## src/rtl/tpvc_pkg.sv

```systemverilog
// Package for the theremin pitch and volume conditioner.
// Holds the word types, register indexes, reset values and fixed limits.
// No dependencies.
package tpvc_pkg;

	localparam int COUNTER_BITS_DEF = 16;

	localparam int unsigned PITCH_MAX = 16383;
	localparam int unsigned VOL_FLOOR = 5000;
	localparam int unsigned DAC_MAX   = 4095;
	localparam int unsigned PITCH_MID = 2048;
	localparam int unsigned VOL_OFFS  = 1024;

	localparam int APB_ADDR_W = 5;
	localparam int APB_DATA_W = 32;

	typedef enum logic [2:0] {
		REG_PITCH_BASE  = 3'd0,
		REG_VOLUME_BASE = 3'd1,
		REG_OCTAVE      = 3'd2,
		REG_AUDIO_ON    = 3'd3,
		REG_SYMMETRIC   = 3'd4,
		REG_LINEAR_CV   = 3'd5
	} reg_idx_t;

	localparam logic [1:0] OCTAVE_RST    = 2'd2;
	localparam logic       AUDIO_ON_RST  = 1'b1;

	typedef struct packed {
		logic        kind;
		logic [15:0] reading;
		logic [9:0]  knob;
	} item_t;

	typedef struct packed {
		logic        kind_out;
		logic [13:0] sample_advance;
		logic [15:0] scaled_volume;
		logic [11:0] cv_value;
		logic        cv_new;
	} result_t;

	typedef struct packed {
		logic [15:0] pitch_base;
		logic [15:0] volume_base;
		logic [1:0]  octave_shift;
		logic        audio_on;
		logic        symmetric_field;
		logic        linear_cv_on;
	} cfg_t;

	typedef struct packed {
		logic [15:0] pitch_average;
		logic [15:0] volume_average;
		logic [13:0] last_cv_pitch;
	} state_t;

endpackage

```

## src/rtl/tpvc_map.sv

```systemverilog
// Single-pass mapping of one counter word to its result and next channel state.
// Purely combinational; depends on tpvc_pkg.
module tpvc_map import tpvc_pkg::*; #(
	parameter int COUNTER_BITS = COUNTER_BITS_DEF
) (
	input  cfg_t    cfg,
	input  state_t  st,
	input  item_t   item,
	output result_t res,
	output state_t  nxt
);

	localparam int MASK_BITS = (COUNTER_BITS < 16) ? COUNTER_BITS : 16;
	localparam logic [15:0] READ_MASK = 16'((33'd1 << MASK_BITS) - 33'd1);

	logic [15:0]        reading_m;
	// pitch path
	logic signed [16:0] p_diff;
	logic signed [16:0] p_sum;
	logic [15:0]        p_avg_n;
	logic signed [19:0] p_raw;
	logic signed [19:0] p_abs;
	logic [13:0]        p_clamp;
	logic [13:0]        advance;
	logic [1:0]         cv_sh;
	logic [11:0]        cv_p;
	logic               p_changed;
	// volume path
	logic [15:0]        v_read;
	logic signed [16:0] v_diff;
	logic signed [16:0] v_sum;
	logic [15:0]        v_avg_n;
	logic signed [16:0] b_diff;
	logic signed [16:0] b_half;
	logic signed [19:0] v_raw;
	logic [11:0]        v_clamp;
	logic [7:0]         c;
	logic [8:0]         c2;
	logic [16:0]        prod;

	assign reading_m = item.reading & READ_MASK;

	// Quarter step toward the reading; arithmetic shift rounds toward minus infinity.
	assign p_diff  = $signed({1'b0, reading_m}) - $signed({1'b0, st.pitch_average});
	assign p_sum   = $signed({1'b0, st.pitch_average}) + (p_diff >>> 2);
	assign p_avg_n = p_sum[15:0];

	// Normal and symmetrical fields share the same distance, the latter takes its magnitude.
	assign p_raw = $signed({4'b0, cfg.pitch_base}) - $signed({4'b0, p_avg_n})
		+ 20'(PITCH_MID) - $signed({8'b0, item.knob, 2'b0});
	assign p_abs = (cfg.symmetric_field && p_raw < 0) ? -p_raw : p_raw;

	always_comb begin
		if (p_abs < 0) begin
			p_clamp = '0;
		end else if (p_abs > $signed(20'(PITCH_MAX))) begin
			p_clamp = 14'(PITCH_MAX);
		end else begin
			p_clamp = p_abs[13:0];
		end
	end

	assign advance   = p_clamp >> cfg.octave_shift;
	assign cv_sh     = (cfg.octave_shift == 2'd0) ? 2'd0 : cfg.octave_shift - 2'd1;
	assign cv_p      = p_clamp[13:2] >> cv_sh;
	assign p_changed = (p_clamp != st.last_cv_pitch);

	assign v_read  = (reading_m < 16'(VOL_FLOOR)) ? 16'(VOL_FLOOR) : reading_m;
	assign v_diff  = $signed({1'b0, v_read}) - $signed({1'b0, st.volume_average});
	assign v_sum   = $signed({1'b0, st.volume_average}) + (v_diff >>> 2);
	assign v_avg_n = v_sum[15:0];

	// Halve toward zero: bias negatives by one before the shift.
	assign b_diff = $signed({1'b0, cfg.volume_base}) - $signed({1'b0, v_avg_n});
	assign b_half = (b_diff + $signed({16'b0, b_diff[16]})) >>> 1;
	assign v_raw  = 20'(DAC_MAX - VOL_OFFS) - $signed({{3{b_half[16]}}, b_half})
		+ $signed({8'b0, item.knob, 2'b0});

	always_comb begin
		if (!cfg.audio_on || v_raw < 0) begin
			v_clamp = '0;
		end else if (v_raw > $signed(20'(DAC_MAX))) begin
			v_clamp = 12'(DAC_MAX);
		end else begin
			v_clamp = v_raw[11:0];
		end
	end

	assign c    = v_clamp[11:4];
	assign c2   = {1'b0, c} + 9'd2;
	assign prod = 17'(c) * 17'(c2);

	always_comb begin
		nxt = st;
		res.kind_out = item.kind;
		if (!item.kind) begin
			nxt.pitch_average  = p_avg_n;
			res.sample_advance = advance;
			res.scaled_volume  = '0;
			res.cv_new         = cfg.linear_cv_on && p_changed;
			res.cv_value       = res.cv_new ? cv_p : '0;
			if (res.cv_new) begin
				nxt.last_cv_pitch = p_clamp;
			end
		end else begin
			nxt.volume_average = v_avg_n;
			res.sample_advance = '0;
			res.scaled_volume  = prod[15:0];
			res.cv_new         = cfg.linear_cv_on;
			res.cv_value       = cfg.linear_cv_on ? v_clamp : '0;
		end
	end

endmodule

```

## src/rtl/theremin_pitch_volume_conditioner.sv

```systemverilog
// The result of an accepted word is registered and shows in the cycle after it is taken.
// Throughput: one word per cycle while result_ready holds; the result register frees as it is taken.
// The critical path runs through the averaging adder, the clamp and the 8x9 squarer.
// Reset: averages and last pitch CV clear, registers return to their defaults,
// the result register empties; no clearing pass.
module theremin_pitch_volume_conditioner import tpvc_pkg::*; #(
	parameter int COUNTER_BITS = COUNTER_BITS_DEF
) (
	input  logic                  clk,
	input  logic                  arst_n,
	input  logic                  item_valid,
	output logic                  item_ready,
	input  item_t                 item,
	output logic                  result_valid,
	input  logic                  result_ready,
	output result_t               result,
	input  logic                  psel,
	input  logic                  penable,
	input  logic                  pwrite,
	input  logic [APB_ADDR_W-1:0] paddr,
	input  logic [APB_DATA_W-1:0] pwdata,
	output logic [APB_DATA_W-1:0] prdata,
	output logic                  pready
);

	cfg_t    cfg_q;
	state_t  st_q;
	state_t  st_nxt;
	result_t res_nxt;
	result_t result_q;
	logic    result_valid_q;
	logic    accept;
	logic    wr_en;
	logic [2:0] reg_sel;

	assign pready  = 1'b1;
	assign reg_sel = paddr[APB_ADDR_W-1:2];
	assign wr_en   = psel && penable && pwrite;

	always_ff @(posedge clk or negedge arst_n) begin
		if (!arst_n) begin
			cfg_q <= '{pitch_base: '0, volume_base: '0, octave_shift: OCTAVE_RST,
				audio_on: AUDIO_ON_RST, symmetric_field: 1'b0, linear_cv_on: 1'b0};
		end else if (wr_en) begin
			unique case (reg_sel)
				REG_PITCH_BASE:  cfg_q.pitch_base      <= pwdata[15:0];
				REG_VOLUME_BASE: cfg_q.volume_base     <= pwdata[15:0];
				REG_OCTAVE:      cfg_q.octave_shift    <= pwdata[1:0];
				REG_AUDIO_ON:    cfg_q.audio_on        <= pwdata[0];
				REG_SYMMETRIC:   cfg_q.symmetric_field <= pwdata[0];
				REG_LINEAR_CV:   cfg_q.linear_cv_on    <= pwdata[0];
				default: ; // drop writes beyond the register list
			endcase
		end
	end

	always_comb begin
		unique case (reg_sel)
			REG_PITCH_BASE:  prdata = {16'b0, cfg_q.pitch_base};
			REG_VOLUME_BASE: prdata = {16'b0, cfg_q.volume_base};
			REG_OCTAVE:      prdata = {30'b0, cfg_q.octave_shift};
			REG_AUDIO_ON:    prdata = {31'b0, cfg_q.audio_on};
			REG_SYMMETRIC:   prdata = {31'b0, cfg_q.symmetric_field};
			REG_LINEAR_CV:   prdata = {31'b0, cfg_q.linear_cv_on};
			default:         prdata = '0;
		endcase
	end

	tpvc_map #(
		.COUNTER_BITS(COUNTER_BITS)
	) u_map (
		.cfg  (cfg_q),
		.st   (st_q),
		.item (item),
		.res  (res_nxt),
		.nxt  (st_nxt)
	);

	// Take a new word whenever the result register is empty or being emptied.
	assign item_ready = !result_valid_q || result_ready;
	assign accept     = item_valid && item_ready;

	always_ff @(posedge clk or negedge arst_n) begin
		if (!arst_n) begin
			st_q           <= '0;
			result_valid_q <= 1'b0;
		end else begin
			if (accept) begin
				st_q           <= st_nxt;
				result_valid_q <= 1'b1;
			end else if (result_ready) begin
				result_valid_q <= 1'b0;
			end
		end
	end

	always_ff @(posedge clk) begin
		if (accept) begin
			result_q <= res_nxt;
		end
	end

	assign result_valid = result_valid_q;
	assign result       = result_q;

endmodule

```

## config.mk

```make
export PLATFORM = sky130hd
export DESIGN_NAME = theremin_pitch_volume_conditioner
export DESIGN_NICKNAME = d
export VERILOG_FILES = /design/src/rtl/tpvc_pkg.sv /design/src/rtl/tpvc_map.sv /design/src/rtl/theremin_pitch_volume_conditioner.sv
export SDC_FILE = /design/constraint.sdc
export NUM_CORES = 1
export LEC_CHECK = 0
export ABC_AREA = 1
export BUFFER_PORTS_ARGS = -buffer_cell sky130_fd_sc_hd__buf_2
export CORE_ASPECT_RATIO = 0.7
export CORE_MARGIN = 10
export CORE_UTILIZATION = 45
export DETAILED_ROUTE_END_ITERATION = 8
export GPL_TIMING_DRIVEN = 0
export HOLD_SLACK_MARGIN = 0.05
export PLACE_DENSITY = 0.69
export SLEW_MARGIN = 10
export SYNTH_ARGS = -nofsm -noshare
export SYNTH_HDL_FRONTEND = slang
export SYNTH_SLANG_ARGS = --single-unit
```

## constraint.sdc

```tcl
create_clock -name clk -period 14.8 [get_ports clk]
set_input_delay 1.48 -clock clk [delete_from_list [all_inputs] [get_ports clk]]
set_output_delay 1.48 -clock clk [all_outputs]
set_load 0.02 [all_outputs]
```

Yosys cells after proc, flatten, opt, wreduce, memory -nomap -nowiden. Index checks and enable logic that the tools add are counted.

Bits in latches: 0. Bits in read-only memories: 0. Memory bits (writable): 0. Logic and storage cells: 79. Memories kept: 0. Flip-flop bits (word level): 128.

Eq/ne operators: 6. Mux-type cells: 13. Shifts and indexed selects: 2. Order comparisons: 6. $mul: 1. Add/subtract/negate cells: 14. Bitwise gates (word level): 1. Reductions and logical operators: 21. Divide/modulo/power cells: 0.

Operators by type and width (number): one-hot mux 16 bit (6 select lines) (1); subtractor 16 x 16 -> 17 bit (4); < comparator 20 x 1 -> 1 bit, second input constant (3); two-way mux 12 bit (4); adder 16 x 15 -> 16 bit (2); two-way mux 14 bit (2); adder 20 x 12 -> 20 bit (1); adder 20 x 12 -> 20 bit, second input constant (1); > comparator 20 x 13 -> 1 bit, second input constant (1); > comparator 20 x 15 -> 1 bit, second input constant (1); two-way mux 20 bit (1); negator 20 bit (1); subtractor 20 x 12 -> 20 bit (1); adder 17 x 2 -> 17 bit (1); subtractor 13 x 16 -> 17 bit, first input constant (1); < comparator 16 x 13 -> 1 bit, second input constant (1); multiplier 8 x 9 -> 16 bit (1); two-way mux 16 bit (1); AND reduction 2 bit (8); inequality test 14 bit (1); >> shifter 14 x 2 -> 14 bit (1); two-way mux 13 bit (1); >> shifter 12 x 2 -> 12 bit (1); adder 8 x 2 -> 9 bit, second input constant (1); 14 further kinds (23).

Logic depth before layout (Yosys ltp). Gate-level depths: netlist (run 1).

Depth after elaboration: 15. Depth in mapped cells: 102. Gate-level depth less buffers: 102.

Modules after synthesis. A second synthesis (run 1) with hierarchy kept.

Cells, all modules: 2288. Area, all modules: 15692.6 um^2.

By module, submodules not included: tpvc_map (sequential area each 0.0 um^2, cells an instance 1810, area an instance 10737.8 um^2, instances 1); theremin_pitch_volume_conditioner (sequential area each 3425.8 um^2, cells an instance 478, area an instance 4954.8 um^2, instances 1).

Least setup slack after synthesis (run 1). OpenSTA, ideal clock, no wires.

Kind: input to register. Start point: in item[13] (netlist bit). End point: reg result_q (netlist bit result[28]), data pin. Stages: 98. Data arrival time: 13801 ps. Slack: 744 ps. Data required time: 14545 ps. Library setup time: 255 ps. Cell sequence: inv_1 -> nand4_1 -> nand4_1 -> nand3_1 -> nand2_1 -> nand2_1 -> clkinv_1 -> nor2_1 -> ha_1 -> inv_1 -> a21oi_1 -> nor2_1 -> o21bai_1 -> a21oi_1 -> o21bai_1 -> a21oi_1 -> o31ai_1 -> a21oi_1 -> (+62 left out) -> ha_1 -> inv_1 -> nor2_1 -> nor2_1 -> o21bai_1 -> a21oi_1 -> o21bai_1 -> nand2_1 -> nand2_1 -> a21o_1 -> nand2_1 -> inv_1 -> o21ai_0 -> nand2_1 -> xor2_1 -> nand3_1 -> nand2_1 -> nor2_1.

Word-level cells in the longest chain between the ends: 13.

RTL lines: from (decl) (line theremin_pitch_volume_conditioner.sv:13) `input item_t item,`; < comparator 16 x 13 -> 1 bit (line tpvc_map.sv:68) `assign v_read = (reading_m < 16'(VOL_FLOOR)) ? 16'(VOL_FLOOR) : reading_m;`; two-way mux 16 bit (*) (line tpvc_map.sv:68); subtractor 16 x 16 -> 17 bit (*) (line tpvc_map.sv:69) `assign v_diff = $signed({1'b0, v_read}) - $signed({1'b0, st.volume_average});`; adder 16 x 15 -> 16 bit (*) (line tpvc_map.sv:70) `assign v_sum = $signed({1'b0, st.volume_average}) + (v_diff >>> 2);`; subtractor 16 x 16 -> 17 bit (*) (line tpvc_map.sv:74) `assign b_diff = $signed({1'b0, cfg.volume_base}) - $signed({1'b0, v_avg_n});`; adder 17 x 2 -> 17 bit (*) (line tpvc_map.sv:75) `assign b_half = (b_diff + $signed({16'b0, b_diff[16]})) >>> 1;`; subtractor 13 x 16 -> 17 bit (*) (line tpvc_map.sv:76) `assign v_raw = 20'(DAC_MAX - VOL_OFFS) - $signed({{3{b_half[16]}}, b_half})`; adder 20 x 12 -> 20 bit (*) (line tpvc_map.sv:77) `+ $signed({8'b0, item.knob, 2'b0});`; > comparator 20 x 13 -> 1 bit or < comparator 20 x 1 -> 1 bit (tied branches) (line tpvc_map.sv:82, tpvc_map.sv:80); two-way mux 12 bit or logical OR 1 bit (tied branches) (line tpvc_map.sv:82, tpvc_map.sv:80); two-way mux 12 bit (*) (line tpvc_map.sv:80) `if (!cfg.audio_on || v_raw < 0) begin`; adder 8 x 2 -> 9 bit (line tpvc_map.sv:90) `assign c2 = {1'b0, c} + 9'd2;`; multiplier 8 x 9 -> 16 bit (*) (line tpvc_map.sv:91) `assign prod = 17'(c) * 17'(c2);`; to (signal assigned) (line theremin_pitch_volume_conditioner.sv:99) `result_q <= res_nxt;`; to (decl) (line theremin_pitch_volume_conditioner.sv:30) `result_t result_q;`.

Every way passes the cells marked *; elsewhere a longest branch is shown, timed or not. A chain may end at the register's enable or synchronous reset.

Final worst setup path (run 1).
Start point: in item[16] (netlist bit). End point: reg result_q (netlist bit result[28]), data pin.

Same word-level chain as after synthesis.

==> results.cfg, run 1 <==
[setup_path]
worstRegToRegCells = 89
worst_path_largest_cell_delay_ns = 0.56
path_max_fanout = 8
cp.required_ns = 15.01
criticalPathCategory = in2reg
crit_slowest_cell = fa_1
reg2reg_from = st_q[15]
crit_top_cell = nand2_2
worst-path-buf-inv = 15
cp.arrival_ns = 14.43
crit_path_end_kind = flop
cp-start-kind = input port
regToRegEndpoint = result[28]
cp_top_family = adder cells
ff2ff_setup_slack_ns = 1.87

[timing]
max_slew.worst_pin.slew_ns = 1.085
final.min_clock_period_ns = 14.23
hold_viol = 0
slew_viol_final = 0
fmax_ghz = 0.07030
setup_viol = 0
slew_headroom_pct = 27.38
finClkSkew_ns = 0.01305
finalSetupTns_ns = 0
finalCritPeriodShare_pct = 96.12

[logic_synthesis]
yosysTopAreaCellShare_pct = 14.48
syn-instance-count = 2018
synth.top_cells.by_count = nand2_1 (464), inv_1 (354), ha_1 (169), o21ai_0 (136), nor2_1 (129)
yosys.area.top_type = ha_1
synth.avg_cell_area_um2 = 7.234
synth_edf_count = 44
synth_ff_type = dfrtp_1
yosys_warnings = 0
ys_seq_area_share_pct = 23.47
synth_cell_types = 53
ys_async_sr_fraction_pct = 65.63
syn_area_um2 = 14600
synth_area_leaders = ha_1 (14%), dfrtp_1 (14%), nand2_1 (12%), inv_1 (9.1%), edfxtp_1 (9.1%)
ys_ff_latch = 128
synth_most_common_cell = nand2_1

[placed_design]
port_buffers = 114
placed_cells = 2577
gp_congestion = 0.9383
placed_area_um2 = 15810
hpwl_um = 34650

[routing]
via_per_inst = 5.193
drc = 0
num_vias = 13773
drt-initial-drc-count = 1007
wl_um = 42850
drtPass1Iterations = 6
drtAntennaViolNets = 0
wl_per_cell_um = 16.16

[global_routing]
grt_pass1_vias = 13176
grtUsageMet3_pct = 3.156
grt_overflow = 0
grt_max_degree = 51
grt_util_met2_pct = 33.17
grt-busiest-layer = met2
grt_pass1_wl_um = 67390
antenna_found_initial = 2
met1_usage_pct = 28.41
gr-usage-all-layers_pct = 20.81

[cts]
clock_sinks = 128
htreeDepth = 4
clk_pin_slew_worst_paths_ns = 0.07
tritoncts = done
cts_hold_buf = 0
clk_path_buf_depth = 2
cts-root-buf = clkbuf_16
cts_buffers = 17
clock_latency_ns = 0.45

[floorplan]
row_count = 55
fp.dieW_um = 235.3
initial_utilization_pct = 45.43
core_um2 = 32140
die_area_um2 = 40160
ios = 150
die_y_um = 170.7

[flow_run]
drv_cap = 0

[final_layout]
postLayoutCellArea_um2 = 17140
num-nets-final = 2495
instances_no_fill = 2652
final_layout_size_suffix_gt1_share_pct = 17.59
area_growth_pct = 17.40

[worst_hold_path]
whs_endpoint = st_q[3]
hold_path_depth = 2
min_from = st_q[3]
min_path_type = reg2reg

[outcome]
status = finished, final reports clean
-- cell families after synthesis --
kind of cell / share of synthesized area (%)
mux: 0.06857
flops: 23.47
compound gates: 11.56
xor+xnor: 7.028
buf+inv: 11.48
simple gates: 25.69
fa+ha+maj: 20.65
other cells: 0.05144
-- area by class of cell --
cell class	instances	area, um^2
fillers	3042	15000
multi-input cells	1482	10010
flip-flops and latches	128	3426
inverters	370	1401
repair buffers	157	920.9
well taps	427	534.3
clock buffers	20	456.7
plain buffers	54	287.8
clock inverters	12	98.84
diodes	2	5.005
-- repair_timing --
action / CTS / global route
pin swaps: 10 / 59
endpoints found under the setup margin: 6 / 8
buffers inserted: 10 / 31
resized for setup: 22 / 99
-- flip-flops by register name, indices dropped and copies added, names as in the netlist --
name / flops
st_q: 46
result: 44
cfg_q: 37
result_valid: 1
-- layer usage --
metal | up-vias | wire length, um
met3 | 56 | 2861
li1 | 6858 | -
met4 | 0 | 1147
met5 | - | 0
met2 | 399 | 19180
met1 | 6460 | 19660
-- how the worst max path moves through the flow --
stage,from,to,slack (ns),cells after the start
after CTS,item[14],result[28],0.008,100
after detailed placement,item[14],result[28],-1.44,99
after floorplan,item[13],result[28],0.74,98
final,item[16],result[28],0.57,95
after global placement,item[14],result[28],-1.24,99
after global routing,item[24],result[28],-0.31,93
-- worst reg2reg max path, delay by kind of cell, from the launching register on --
family	cells	cell delay (ns)
compound gates	25	3.34
simple gates	35	3.31
flops	1	0.41
buf+inv	14	1.05
xor+xnor	4	0.81
fa+ha+maj	11	3.79
-- through the flow --
step	setup WS [ns]	hold slack (ns)	utilization, %
after floorplan	0.7439	0.4419	-
after global placement	-1.240	0.4571	49.05
after detailed placement	-1.440	0.4790	49.18
after CTS	0.007974	0.4932	51.37
after global routing	-0.3071	0.5138	53.33
final	0.5744	0.4885	53.33
-- placed cells by master (no fill, tap or decap), drive strengths merged, types with 45 or more instances in the layout --
master	count
nand2	496
inv	374
buf	184
ha	169
nor2	142
o21ai	141
nand3	99
a21oi	91
dfrtp	82
xor2	80
clkbuf	47
nand4	46
fa	45
Power of run 1 is left out: the tool's default activity adds up to more than one toggle a clock period on the data nets, which glitch-free logic cannot reach.
==> run 2: changes to the inputs <==
- ABC_AREA: 1 -> default
- PLACE_DENSITY: 0.69 -> 0.68
- SLEW_MARGIN: 10 -> 40
==> run 2 against run 1 <==
Non-clock buffer count up 62; first-iteration DRC count up 4.5%; worst hold slack better by 0.033 ns; critical path depth down 23; utilization up 2.0 points; routed wire length up 6.0%; register-to-register slack worse by 0.24 ns; die area up 3.1%; via count up 2.1%; clock skew down 0.0018 ns; clock-buffer cell count down 3; critical path type unchanged; final area up 7.4%.
==> results.cfg, run 2 <==
[outcome]
status = finished, final reports clean

[global_routing]
grt_pass1_vias = 13484
grt_util_met2_pct = 32.46
met1_usage_pct = 28.91
grt_pass1_wl_um = 70470
gr-usage-all-layers_pct = 21.05
grt_max_degree = 56
grt-busiest-layer = met2
grtUsageMet3_pct = 4.828
antenna_found_initial = 1
grt_overflow = 0

[floorplan]
core_um2 = 33280
fp.dieW_um = 239.0
initial_utilization_pct = 45.40
die_area_um2 = 41430
ios = 150
die_y_um = 173.3
row_count = 56

[cts]
cts_buffers = 17
clk_path_buf_depth = 2
cts_hold_buf = 0
htreeDepth = 4
clock_sinks = 128
clk_pin_slew_worst_paths_ns = 0.06
clock_latency_ns = 0.45
cts-root-buf = clkbuf_16
tritoncts = done

[final_layout]
num-nets-final = 2298
n_fill_cell = 2982
final_cell_mix = nor2_1 (160), inv_1 (156), ha_1 (149), buf_2 (119), nand2_1 (110)
layout.cells.most_common = nor2_1
final_layout_size_suffix_gt1_share_pct = 23.94
largest_reg_flops = 46
largest-register = st_q
area_growth_pct = 21.87

[logic_synthesis]
synth_area_leaders = ha_1 (14%), dfrtp_1 (14%), edfxtp_1 (8.7%), fa_1 (6.0%), xnor2_1 (4.3%)
ys_async_sr_fraction_pct = 65.63
synth_cell_types = 104
ys_seq_area_share_pct = 22.67
synth.top_cells.by_count = nor2_1 (171), ha_1 (169), inv_1 (166), nand2_1 (118), o21ai_0 (104)
synth.avg_cell_area_um2 = 8.465
syn_area_um2 = 15110
syn-instance-count = 1785
yosys.area.top_type = ha_1
synth_edf_count = 44
yosys_warnings = 0
ys_ff_latch = 128
synth_ff_type = dfrtp_1
synth_most_common_cell = nor2_1
yosysTopAreaCellShare_pct = 13.99

[timing]
finalCritPeriodShare_pct = 97.98
finalSetupTns_ns = 0
final.min_clock_period_ns = 14.50
fmax_ghz = 0.06896
rsz0062_at_grt = true
setup_viol = 0
hold_viol = 0
finClkSkew_ns = 0.01124
max_slew.worst_pin.slew_ns = 0.8158
slew_headroom_pct = 45.61
slew_viol_final = 0
setup_slack_ns = 0.2986

[setup_path]
crit_path_end_kind = flop
cp-start-kind = input port
worst_path_largest_cell_delay_ns = 0.56
path_max_fanout = 6
crit_slowest_cell = fa_1
cp.arrival_ns = 14.69
cp.required_ns = 14.99
criticalPathCategory = in2reg

[placed_design]
gp_congestion = 0.9179
port_buffers = 113
post-place-ws_ns = -1.962
hpwl_um = 35110

[routing]
drc = 0
drt-initial-drc-count = 1052
drtPass1Iterations = 5
wl_per_cell_um = 18.44
drtAntennaViolNets = 0
via_per_inst = 5.714
wl_um = 45400
num_vias = 14068

[worst_hold_path]
min_path_type = reg2reg

[flow_run]
drv_cap = 0
## run 2: cell families (layout without fill, tap and decap cells)
kind of cell    count (synthesis)  count (layout)  synth area share, %
buf+inv                       248             473                6.839
other cells                     2              19              0.04970
fa+ha+maj                     215             215                20.02
flops                         128             128                22.67
mux                            85              85                6.243
compound gates                411             411                18.33
xor+xnor                      112             112                6.492
simple gates                  584             584                19.35
## run 2: cell type report
type	count	area, um^2	share of cell area [%]
Buffer	76	444.2	2.412
Timing Repair Buffer	197	1259	6.835
Clock inverter	15	131.4	0.7134
Inverter	168	635.6	3.452
Clock buffer	17	425.4	2.310
Multi-Input combinational cell	1425	11550	62.71
Sequential cell	128	3426	18.60
Tap cell	435	544.3	2.956
Antenna cell	1	2.502	0.01359
## run 2: layer usage
metal / up-vias / part of all wire (%)
met1: 6806 / 46
met3: 69 / 7.4
li1: 6735 / -
met2: 458 / 45
met4: 0 / 2.4
met5: - / 0
## run 2: final timing paths
check,cells past startpoint,endpoint,slack [ns],startpoint
setup / recovery,72,result[28],0.30,item[16]
hold / removal,2,st_q[19],0.52,st_q[19]
setup reg to reg,67,result[28],1.63,st_q[15]
hold reg to reg,2,st_q[19],0.52,st_q[19]
max in group asynchronous,2,cfg_q[2],13.23,arst_n
min in group asynchronous,1,st_q[45],0.92,arst_n
## run 2: critical path, delay by kind of cell
family,cells,cell delay [ns]
simple gates,16,2.80
fa+ha+maj,13,4.48
compound gates,30,4.66
xor+xnor,2,0.32
mux,1,0.07
buf+inv,10,0.85
## run 2: what timing repair did
item                       CTS  global route
pin swaps                   73           105
setup endpoints to repair    9             8
gates resized for setup     74           104
setup buffers               50            34
hold endpoints to repair     0             0
## run 2: metrics by stage
step | util [%] | cell area, um^2 | hold slack, ns | std cells
floorplan | - | 15270 | 0.4777 | 1801
global placement | 49.22 | 16380 | 0.5024 | 2349
detailed placement | 49.35 | 16420 | 0.5077 | 2350
CTS | 53.12 | 17680 | 0.5229 | 2431
global route | 55.33 | 18420 | 0.5575 | 2462
finish | 55.33 | 18420 | 0.5211 | 2462
Power of run 2 is left out for the same reason.
==> run 3: changes to the inputs <==
- BUFFER_PORTS_ARGS: -buffer_cell sky130_fd_sc_hd__buf_2 -> -buffer_cell sky130_fd_sc_hd__buf_4
- CORE_MARGIN: 10 -> 4
- PLACE_DENSITY: 0.68 -> 0.71
- clock period: 14.8 -> 11.6 ns (I/O delays scaled with it)
==> run 3 against run 2 <==
The run now ends with setup timing left; critical path depth increased by 3; final area increased by 2.3%; setup slack got worse by 2.9 ns; critical path type unchanged; largest cell class unchanged.
==> results.cfg, run 3 (synthesis results as in run 2) <==
[setup_path]
reg2reg_from = st_q[15]
cp.required_ns = 11.79
crit_path_end_kind = flop
worst_path_largest_cell_delay_ns = 0.54
cp.arrival_ns = 14.37
regToRegEndpoint = result[28]
ff2ff_setup_slack_ns = -1.60
cp-start-kind = input port
worstRegToRegCells = 70
crit_slowest_cell = fa_1
path_max_fanout = 10
criticalPathCategory = in2reg

[global_routing]
antenna_found_initial = 0
grt_max_degree = 85
gr-usage-all-layers_pct = 24.05
grt_pass1_wl_um = 70570
grt_overflow = 0
grt_pass1_vias = 13494

[timing]
slew_viol_final = 0
rsz0062_at_grt = true
setup_viol = 12
max_slew.worst_pin.slew_ns = 0.8170
finClkSkew_ns = 0.009596
finalCritPeriodShare_pct = 122.2
finalSetupTns_ns = -21.25
slew_headroom_pct = 45.53
hold_viol = 0
final.min_clock_period_ns = 14.18
setup_slack_ns = -2.581
fmax_ghz = 0.07052

[worst_hold_path]
whs_endpoint = st_q[40]
min_from = st_q[40]
hold_path_depth = 2
min_path_type = reg2reg

[floorplan]
fp.dieW_um = 227.0
die_area_um2 = 36620
core_um2 = 32690
initial_utilization_pct = 46.23
die_y_um = 161.3
ios = 150
row_count = 55

[final_layout]
largest-register = st_q
postLayoutCellArea_um2 = 18830
finish.utilization_pct = 57.61
final_layout_size_suffix_gt1_share_pct = 25.01
layout.cells.most_common = buf_4
antenna-diode-count = 0
largest_reg_flops = 46
area_growth_pct = 24.63
num-nets-final = 2295
final_cell_mix = buf_4 (202), nor2_1 (159), inv_1 (153), ha_1 (138), nand2_1 (111)

[routing]
via_per_inst = 5.782
wl_um = 45710
drt-initial-drc-count = 1199
drtPass1Iterations = 5
wl_per_cell_um = 18.66
num_vias = 14167
drtAntennaViolNets = 0
drc = 0

[cts]
clk_path_buf_depth = 2
htreeDepth = 4
cts_buffers = 17
tritoncts = done
cts-root-buf = clkbuf_16
clk_pin_slew_worst_paths_ns = 0.07
clock_latency_ns = 0.45
clock_sinks = 128

[placed_design]
placed_area_um2 = 16860
post-place-ws_ns = -4.397
gp_congestion = 0.9167
hpwl_um = 34430
port_buffers = 113

[flow_run]
drv_cap = 0

[outcome]
status = finished with violations
violations = setup timing
[run 3: cell types whose count changed in the layout (fill, tap and decap cells not counted), moves of 4 or more]
cell,delta
buf_2,-110
buf_4,+101
buf_6,+7
ha_1,-11
ha_2,+4
ha_4,+7
nor3_1,-5
nor3_2,+4
[run 3: through the flow]
stage | hold WS, ns | std cells
after floorplan | 0.4777 | 1801
after global placement | 0.4988 | 2341
after detailed placement | 0.5112 | 2342
after CTS | 0.5233 | 2430
after global routing | 0.5453 | 2450
final | 0.5241 | 2450
[run 3: per-layer routing]
metal / global-route usage, % / wire, um
met5: 0 / 0
met4: 5.113 / 774
met3: 4.778 / 3469
met2: 37.76 / 20880
met1: 34.57 / 20580
[run 3: worst max-delay path by stage]
stage	from	end	slack, ns	cells after the start
after floorplan	item[16]	result[28]	-2.50	74
after global placement	item[16]	result[28]	-4.08	72
after detailed placement	item[16]	result[28]	-4.40	76
after CTS	item[13]	result[28]	-2.56	75
after global routing	item[16]	result[28]	-3.11	78
final	item[16]	result[28]	-2.58	75
[run 3: final cells by class]
class | count | area, um^2
Tap cell | 427 | 534.3
Clock buffer | 20 | 456.7
Sequential cell | 128 | 3426
Timing Repair Buffer | 196 | 1531
Fill cell | 2812 | 13860
Multi-Input combinational cell | 1425 | 11700
Buffer | 74 | 427.9
Clock inverter | 12 | 121.4
Inverter | 168 | 638.1
[run 3: timing repair]
action                                 CTS  global route
hold buffers                             0             0
cloned                                   0             0
pin swaps                               82            69
setup endpoints to repair               13            13
resized for setup                       83            85
endpoints found under the hold margin    0             0
setup buffers                           62            26
[run 3: critical path, delay by kind of cell]
family,cells,cell delay (ns)
AOI/OAI and AO/OA,28,4.42
adders and majority gates,12,4.24
and+or+nand+nor,20,2.94
buffers and inverters,10,0.85
xor gates and xnor gates,4,0.70
muxes,1,0.07
Power of run 3 is left out for the same reason.
